File: src/hw/rtl/fsbd_pkg.sv
// Shared constants, types and widths of the one-bit Floyd-Steinberg dither.
package fsbd_pkg;

  // Longest row that the line store holds.
  localparam int unsigned LINE_MAX = 512;
  localparam int unsigned COL_W    = $clog2(LINE_MAX);

  // Width of the line_width register and its reset value.
  localparam int unsigned CFG_W = 10;
  localparam logic [CFG_W-1:0] WIDTH_RESET = CFG_W'(512);

  // Width used to compare a column against the effective row width.
  localparam int unsigned CMP_W = (CFG_W > COL_W + 1) ? CFG_W : COL_W + 1;
  localparam logic [CMP_W-1:0] WIDTH_MIN = CMP_W'(8);
  localparam logic [CMP_W-1:0] WIDTH_LIM = CMP_W'(LINE_MAX & ~7);

  localparam int unsigned PIX_W = 8;
  localparam int unsigned ERR_W = 9;  // stored error, signed -256..255
  localparam int unsigned RE_W  = 7;  // right error 7q, signed -56..49
  localparam int unsigned Q_W   = 4;  // error share q, signed -8..7

  typedef logic signed [ERR_W-1:0] err_t;
  typedef logic signed [RE_W-1:0]  rerr_t;
  typedef logic signed [Q_W-1:0]   share_t;

  // Everything the quantizer hands back for one pixel.
  typedef struct packed {
    logic  white;       // thresholded pixel, 1 means white
    share_t q;          // error share, kept as the next below-right term
    rerr_t  right_err;  // 7q for the next pixel in the row
    err_t   below_new;  // below-right of the previous pixel plus 5q
    err_t   below_left; // held entry plus 3q, saturated
  } quant_res_t;

endpackage

File: src/hw/rtl/fsbd_quant.sv
// Threshold and error-share datapath for one pixel.
module fsbd_quant (
  input  logic [fsbd_pkg::PIX_W-1:0] pixel_i,
  input  fsbd_pkg::err_t              above_i,
  input  fsbd_pkg::rerr_t             right_err_i,
  input  fsbd_pkg::share_t            pend_br_i,
  input  fsbd_pkg::err_t              held_i,
  output fsbd_pkg::quant_res_t        res_o
);

  logic signed [10:0] sum;
  logic [7:0]         sum_clamped;
  logic               white;
  logic signed [8:0]  err;
  fsbd_pkg::share_t   q;
  logic signed [7:0]  q_x7;
  logic signed [6:0]  q_x5;
  logic signed [5:0]  q_x3;
  logic signed [7:0]  below_sum;
  logic signed [9:0]  left_sum;

  assign sum = $signed({3'b000, pixel_i})
             + $signed({{2{above_i[8]}}, above_i})
             + $signed({{4{right_err_i[6]}}, right_err_i});

  always_comb begin
    if (sum < 0) begin
      sum_clamped = 8'd0;
    end else if (sum > 11'sd255) begin
      sum_clamped = 8'd255;
    end else begin
      sum_clamped = sum[7:0];
    end
  end

  assign white = sum_clamped[7];
  assign err   = $signed({1'b0, sum_clamped}) - (white ? 9'sd255 : 9'sd0);
  // The error lies in -127..127, so its low eight bits shifted right
  // arithmetically by four give the share.
  assign q     = err[7:4];

  assign q_x7 = $signed({q, 3'b000}) - $signed({{4{q[3]}}, q});
  assign q_x5 = $signed({q[3], q, 2'b00}) + $signed({{3{q[3]}}, q});
  assign q_x3 = $signed({q[3], q, 1'b0}) + $signed({{2{q[3]}}, q});

  assign below_sum = $signed({{4{pend_br_i[3]}}, pend_br_i})
                   + $signed({q_x5[6], q_x5});
  assign left_sum  = $signed({held_i[8], held_i})
                   + $signed({{4{q_x3[5]}}, q_x3});

  always_comb begin
    res_o.white     = white;
    res_o.q         = q;
    res_o.right_err = q_x7[6:0];
    res_o.below_new = {below_sum[7], below_sum};
    if (left_sum < -10'sd256) begin
      res_o.below_left = -9'sd256;
    end else if (left_sum > 10'sd255) begin
      res_o.below_left = 9'sd255;
    end else begin
      res_o.below_left = left_sum[8:0];
    end
  end

endmodule

File: config.mk
export PLATFORM = sky130hd
export DESIGN_NAME = fsbd_quant
export DESIGN_NICKNAME = d
export VERILOG_FILES = /design/src/hw/rtl/fsbd_pkg.sv /design/src/hw/rtl/fsbd_quant.sv
export SDC_FILE = /design/constraint.sdc
export NUM_CORES = 1
export LEC_CHECK = 0
export BUFFER_PORTS_ARGS = -buffer_cell sky130_fd_sc_hd__buf_2
export CORE_ASPECT_RATIO = 0.9
export CORE_MARGIN = 2
export CORE_UTILIZATION = 30
export DETAILED_ROUTE_END_ITERATION = 16
export PLACE_DENSITY = 0.56
export RECOVER_POWER = 100
export SYNTH_ARGS = -nofsm -noshare
export SYNTH_HDL_FRONTEND = slang
export SYNTH_SLANG_ARGS = --single-unit
File: constraint.sdc
create_clock -name vclk -period 11.22
set_input_delay 1.122 -clock vclk [all_inputs]
set_output_delay 1.122 -clock vclk [all_outputs]
set_load 0.02 [all_outputs]
# After elaboration in Yosys (flattened, before gate mapping)
# Cells that the tools add are included.
# op_classes
mux	5
order_cmp	4
add_sub_neg	8
# op_table
operator	count
8-bit 2-to-1 mux	3
9-bit 2-to-1 mux	2
10-bit by 7-bit adder with 11-bit output	1
11-bit by 9-bit > comparator with 1-bit output, second input constant	1
11-bit by 1-bit < comparator with 1-bit output, second input constant	1
9-bit by 6-bit adder with 10-bit output	1
9-bit by 9-bit adder with 10-bit output	1
10-bit by 9-bit > comparator with 1-bit output, second input constant	1
10-bit by 9-bit < comparator with 1-bit output, second input constant	1
4-bit by 7-bit adder with 8-bit output	1
8-bit subtractor	1
6-bit by 4-bit adder with 7-bit output	1
7-bit by 4-bit subtractor with 7-bit output	1
5-bit by 4-bit adder with 6-bit output	1
# totals
ff_bits	0
inputBits	37

# Longest topological paths before layout
# Gate-level depths: netlist of run 1.
# logic_depth
word_depth	12
mapped_depth	33
mapped_depth_nobuf	32

# Least setup slack after synthesis of run 1
# OpenSTA, ideal clock, no wires.
# synth_path
path_type	input port to output port
from	in pixel_i[1] (netlist bit)
to	out res_o[0] (netlist bit)
slack_ps	2175
t_arrival_ps	7923
path_buffers	1
stages	30
cell_sequence	inv_1 fa_1 inv_1 ha_1 fa_1 a21o_1 a221oi_2 a21oi_1 a2bb2oi_1 or2_2 o21ai_0 ha_1 a31oi_1 o21ai_0 or3_1 buf_2 and2_4 a21oi_4 o21bai_1 a21oi_1 ha_1 ha_1 a21oi_1 nor2b_1 o21ai_0 o21bai_1 a21oi_1 xnor2_1 nand2_1 a21oi_1
# synth_rtl
item	line_no	source
start, declared	fsbd_quant.sv:3	input logic [fsbd_pkg::PIX_W-1:0] pixel_i,
end, declared	fsbd_quant.sv:8	output fsbd_pkg::quant_res_t res_o

==> impl_metrics.json, run 1 <==
{
  "rsz0062_at_grt": "false",
  "path_delay_family": "compound AO/OA/AOI/OAI gates",
  "grt_pass1_vias": 1741,
  "postSynthNetCount": 339,
  "setup_viol": 0,
  "gr-total-overflow": 0,
  "nets": 400,
  "synthesis.area_um2": 1970,
  "cp.required_ps": 10100,
  "start_util_pct": 30.4,
  "post_cts_buffers": 0,
  "seq_area_um2": 0,
  "yosysTopAreaCell": "ha_1",
  "cts_hold_buf": 0,
  "place_congestion": 0.845,
  "critical_path_class": "input pin to output port",
  "slew_viol_final": 0,
  "synth_common_cells": "ha_1 (39), inv_1 (39), a21oi_1 (25), xnor2_1 (20), fa_1 (15)",
  "grt_max_degree": 15,
  "crit_buf_inv": 7,
  "slowest_delay_ps": 530,
  "fp.coreArea_um2": 6480,
  "ios": 67,
  "die_y_um": 80.9,
  "seq_cells": 0,
  "avgSynthCellArea_um2": 7.96,
  "drt_pre_antenna_iters": 4,
  "crit_arrival_ps": 8880,
  "yosysTopAreaCellShare_pct": 24.7,
  "dieArea_um2": 7240,
  "critPathMaxFanout": 8,
  "slew_headroom_pct": 60.0,
  "routed_via_density": 4.51,
  "clock_buffers": 0,
  "start_kind": "input pin",
  "min_period_ps": 10000,
  "cp_common_cell": "inv_1",
  "first_iter_violations": 85,
  "synth_warnings": 0,
  "finalHoldViolCount": 0,
  "hold_class": "input pin to output port",
  "io_buffers": 67,
  "finalWirelength_um": 4180,
  "avgRoutedWirePerCell_um": 10.5,
  "netlist_instances": 248,
  "synth.distinct_cells": 45,
  "finalSetupTns_ps": 0,
  "synth_area_leaders": "ha_1 (25%), fa_1 (15%), xnor2_1 (8.9%), inv_1 (7.4%), a21oi_1 (6.3%)",
  "fp-row-count": 28,
  "drive_above_1_share_pct": 18.9,
  "fin_crit_sh_pct": 89.2,
  "synth_seq_area_share_pct": 0,
  "antenna_cells": 0,
  "hold_ws_ps": 2590,
  "grt_util_all_layers_pct": 11.8,
  "drc_errors": 0,
  "outcome": "completed",
  "tightest_slew_ps": 594,
  "maxCapViolations": 0,
  "die_w_um": 89.5,
  "ctsResizeCount": 0,
  "grt_pass1_wl_um": 7280,
  "dpl.hpwl_um": 3730,
  "detailroute.via_count": 1792,
  "cpMaxStageDelayCell": "fa_1",
  "clock.fmax_mhz": 100,
  "areaGrowthSynthToFinish_pct": 18.1,
  "end_kind": "output port",
  "antenna_found_initial": 0,
  "antenna_left": 0
}
final cells by class:
cell class,instances,area [um2]
Fill cell,698,4150
Inverter,41,154
Multi-Input combinational cell,199,1750
Tap cell,90,113
Timing Repair Buffer,67,310
layer usage:
layer  share of wire (%)  track usage [%]
met5                   0                0
met4                   0            0.299
met3                 4.1            0.610
met2                  44             20.6
met1                  52             16.9
through the flow:
| stage | util [%] | setup WS, ps | instances | instance area, um2 |
|---|---|---|---|---|
| 2_1_floorplan | - | 2170 | 248 | 1970 |
| 3_3_place_gp | 36.7 | 1810 | 397 | 2380 |
| 3_5_place_dp | 36.7 | 1610 | 397 | 2380 |
| 4_1_cts | 36.7 | 1570 | 397 | 2380 |
| 5_1_grt | 36.0 | 467 | 397 | 2330 |
| 6_report | 36.0 | 1220 | 397 | 2330 |
final timing paths:
path,from,end,slack (ps),depth (start not counted)
min,pend_br_i[0],res_o[9],2590,3
max,pixel_i[1],res_o[6],1220,34
logic make-up (layout without fill, tap and decap cells):
group / Yosys count / after routing / share of synthesized area (%)
adders and majority gates: 54 / 54 / 39.9
xor gates and xnor gates: 28 / 28 / 12.8
muxes: 4 / 4 / 2.09
buffers and inverters: 49 / 108 / 9.96
and+or+nand+nor: 45 / 45 / 11.5
AOI/OAI and AO/OA: 68 / 68 / 23.7
cell usage in the layout, fill, tap and decap left out, types with 2 or more instances in the layout:
| master | instances |
|---|---|
| a211oi_1 | 2 |
| a21o_1 | 8 |
| a21oi_1 | 26 |
| a31oi_1 | 3 |
| and3_1 | 3 |
| buf_2 | 47 |
| clkbuf_1 | 20 |
| fa_1 | 15 |
| ha_1 | 39 |
| inv_1 | 39 |
| inv_2 | 2 |
| mux2i_1 | 3 |
| nand2_1 | 9 |
| nand2b_1 | 4 |
| nand3_1 | 4 |
| nand3b_1 | 2 |
| nor2_1 | 14 |
| nor2b_1 | 2 |
| o211ai_1 | 3 |
| o21a_1 | 4 |
| o21ai_0 | 6 |
| o21bai_1 | 4 |
| o311ai_0 | 2 |
| or2_2 | 4 |
| xnor2_1 | 20 |
| xor2_1 | 7 |
Power of run 1 is left out: the tool's default activity adds up to more than one toggle a clock period on the data nets, which glitch-free logic cannot reach.
==> run 2, diff against run 1 <==
clock period = 9.6 ns   (was 11.22 ns; I/O delays follow)
==> run 2 against run 1 <==
Against the previous run:
- die area unchanged
- wire length shrank 0.14%
- sequential share of layout area is the same
- count of clock-buffer cells in the layout is the same
- critical endpoint is now res_o[7]
- largest cell class unchanged
==> impl_metrics.json, run 2 (synthesis results as in run 1) <==
{
  "outcome": "completed",
  "clock.fmax_mhz": 111,
  "place_congestion": 0.865,
  "critical_path_class": "input pin to output port",
  "clock_buffers": 0,
  "avgRoutedWirePerCell_um": 10.5,
  "drive_above_1_share_pct": 20.8,
  "seq_area_um2": 0,
  "slowest_delay_ps": 530,
  "ios": 67,
  "hold_class": "input pin to output port",
  "dieArea_um2": 7240,
  "grt_pass1_wl_um": 6980,
  "cp_common_cell": "inv_1",
  "routed_via_density": 4.56,
  "setup_viol": 0,
  "grt_util_all_layers_pct": 11.3,
  "critPathMaxFanout": 8,
  "rsz0062_at_grt": "false",
  "antenna_found_initial": 0,
  "seq_cells": 0,
  "dpl.hpwl_um": 3700,
  "finalHoldViolCount": 0,
  "grt_pass1_vias": 1691,
  "antenna_cells": 0,
  "io_buffers": 67,
  "drt_pre_antenna_iters": 4,
  "mostFrequentLayoutCells": "buf_2 (44), inv_1 (39), ha_1 (39), a21oi_1 (25), xnor2_1 (20)",
  "min_period_ps": 9000,
  "fp.coreArea_um2": 6480,
  "fin_crit_sh_pct": 93.7,
  "slew_viol_final": 0,
  "finalWirelength_um": 4180,
  "first_iter_violations": 31,
  "tightest_slew_ps": 500,
  "nets": 400,
  "gr-total-overflow": 0,
  "cpMaxStageDelayCell": "fa_1",
  "slew_headroom_pct": 66.7,
  "timing.final.ws_setup_ps": 601,
  "fillers": 692,
  "cts_hold_buf": 0,
  "areaGrowthSynthToFinish_pct": 19.5,
  "finalSetupTns_ps": 0,
  "antenna_left": 0,
  "drc_errors": 0,
  "final_common_cell": "buf_2",
  "fp-row-count": 28,
  "maxCapViolations": 0,
  "die_y_um": 80.9,
  "start_kind": "input pin",
  "grt_max_degree": 15,
  "post_cts_buffers": 0,
  "crit_arrival_ps": 8040,
  "place_worst_setup_slack_ps": 331,
  "die_w_um": 89.5,
  "detailroute.via_count": 1809,
  "cp.required_ps": 8640,
  "start_util_pct": 30.4,
  "end_kind": "output port"
}
[run 2: critical path, delay by kind of cell]
kind	cells	cell delay (ps)
simple gates	6	1470
xor+xnor	2	420
compound gates	12	2050
fa+ha+maj	7	2490
buf+inv	7	640
[run 2: timing repair]
| item | 4_1_cts | 5_1_grt |
|---|---|---|
| resized for setup | 0 | 2 |
| endpoints found under the hold margin | 0 | 0 |
| setup endpoints to repair | 0 | 8 |
[run 2: worst paths after layout]
check  depth (start not counted)       end  slack [ps]         start
min                            3  res_o[9]        2270  pend_br_i[0]
max                           34  res_o[7]         600    pixel_i[1]
[run 2: per-stage QoR]
step                hold slack (ps)  std cells  utilization, %  area [um2]
floorplan                      2130        248               -        1970
global placement               2260        397            36.7        2380
detailed placement             2260        397            36.7        2380
CTS                            2270        397            36.7        2380
global route                   2290        397            36.4        2360
finish                         2270        397            36.4        2360
[run 2: layer usage]
layer / global-route usage (%) / up-vias / wire length [um]
met2: 20.4 / 35 / 1870
met4: 0.299 / 0 / 0
met1: 16.0 / 805 / 2180
met3: 0.203 / 0 / 123
li1: - / 969 / -
met5: 0 / - / 0
[run 2: final cells by class]
cell class | count | area, um2 | share of cell area, %
multi-input cells | 199 | 1780 | 75.4
inverters | 41 | 154 | 6.53
well taps | 90 | 113 | 4.78
repair buffers | 67 | 313 | 13.3
Power of run 2 is left out for the same reason.
==> run 3, diff against run 2 <==
BUFFER_PORTS_ARGS = unset   (was -buffer_cell sky130_fd_sc_hd__buf_2)
DONT_BUFFER_PORTS = 1   (was unset)
PLACE_DENSITY = 0.48   (was 0.56)
SETUP_SLACK_MARGIN = 0.02   (was unset)
==> run 3 against run 2 <==
Against the previous run:
- global-route usage fell by 0.49 points
- sequential cell count unchanged
- non-clock buffer count is 57 lower
- cell area down 11%
- first-iteration DRC count up 55%
- critical endpoint is now res_o[2]
==> impl_metrics.json, run 3 (synthesis results as in run 1) <==
{
  "cpMaxStageDelayCell": "fa_1",
  "routed_via_density": 4.77,
  "fin_crit_sh_pct": 93.5,
  "crit_buf_inv": 6,
  "hold_start": "pend_br_i[0]",
  "end_kind": "output port",
  "gr-total-overflow": 0,
  "start_kind": "input pin",
  "drive_above_1_share_pct": 6.80,
  "dpl.hpwl_um": 3560,
  "post_cts_buffers": 0,
  "critical_path_depth": 33,
  "crit_arrival_ps": 8010,
  "drt_pre_antenna_iters": 4,
  "slew_viol_final": 0,
  "place_congestion": 0.756,
  "detailroute.via_count": 1621,
  "ios": 67,
  "outcome": "completed",
  "clock.fmax_mhz": 111,
  "die_y_um": 80.9,
  "antenna_cells": 0,
  "finalHoldViolCount": 0,
  "slew_headroom_pct": 62.6,
  "dieArea_um2": 7240,
  "mostFrequentLayoutCells": "inv_1 (40), ha_1 (39), a21oi_1 (26), xnor2_1 (20), fa_1 (15)",
  "grt_max_degree": 15,
  "antenna_left": 0,
  "seq_cells": 0,
  "seq_area_um2": 0,
  "hold_class": "input pin to output port",
  "setup_viol": 0,
  "rsz0062_at_grt": "false",
  "startpoint": "pixel_i[1]",
  "final_common_cell": "inv_1",
  "finalSetupTns_ps": 0,
  "grt_util_all_layers_pct": 10.8,
  "areaGrowthSynthToFinish_pct": 5.90,
  "clock_buffers": 0,
  "cp_common_cell": "inv_1",
  "critical_path_class": "input pin to output port",
  "path_delay_family": "adder cells",
  "antenna_found_initial": 0,
  "finalWirelength_um": 3960,
  "start_util_pct": 30.4,
  "slowest_delay_ps": 530,
  "critPathMaxFanout": 8,
  "grt_pass1_wl_um": 6490,
  "maxCapViolations": 0,
  "fp-row-count": 28,
  "fp.coreArea_um2": 6480,
  "cp.required_ps": 8640,
  "avgRoutedWirePerCell_um": 11.6,
  "grt_pass1_vias": 1458,
  "first_iter_violations": 48,
  "min_period_ps": 8970,
  "whs_path_depth": 1,
  "nets": 343,
  "io_buffers": 0,
  "die_w_um": 89.5,
  "tightest_slew_ps": 559,
  "drc_errors": 0
}
-- run 3: cell types whose count changed in the layout (fill, tap and decap cells not counted), sizes merged --
cell / previous run / this run
clkbuf: 23 / 8
buf: 44 / 2
-- run 3: timing repair --
| action | 4_1_cts | 5_1_grt |
|---|---|---|
| setup endpoints to repair | 0 | 8 |
| gates resized for setup | 0 | 2 |
| hold buffers | 0 | 0 |
-- run 3: per-layer routing --
metal | vias up | track usage, % | share of wire (%)
met5 | - | 0 | 0
met4 | 0 | 0 | 0
met3 | 0 | 0.813 | 3.7
met2 | 24 | 18.1 | 47
met1 | 747 | 16.2 | 49
li1 | 850 | - | -
-- run 3: layout make-up --
cell class | count | area, um2
Tap cell | 90 | 113
Inverter | 41 | 154
Fill cell | 695 | 4390
Multi-Input combinational cell | 199 | 1780
Timing Repair Buffer | 10 | 46.3
-- run 3: worst paths after layout --
kind / end / slack, ps
worst min-delay path: res_o[9] / 2130
worst max-delay path: res_o[2] / 630
-- run 3: per-stage QoR --
stage	utilization, %	cell area [um2]	hold WS (ps)	setup slack [ps]	std cells
after floorplan	-	1970	2130	879	248
after global placement	32.7	2120	2140	490	340
after detailed placement	32.7	2120	2130	454	340
after CTS	32.7	2120	2130	413	340
after global routing	32.2	2090	2150	65.8	340
final	32.2	2090	2130	626	340
Power of run 3 is left out for the same reason.
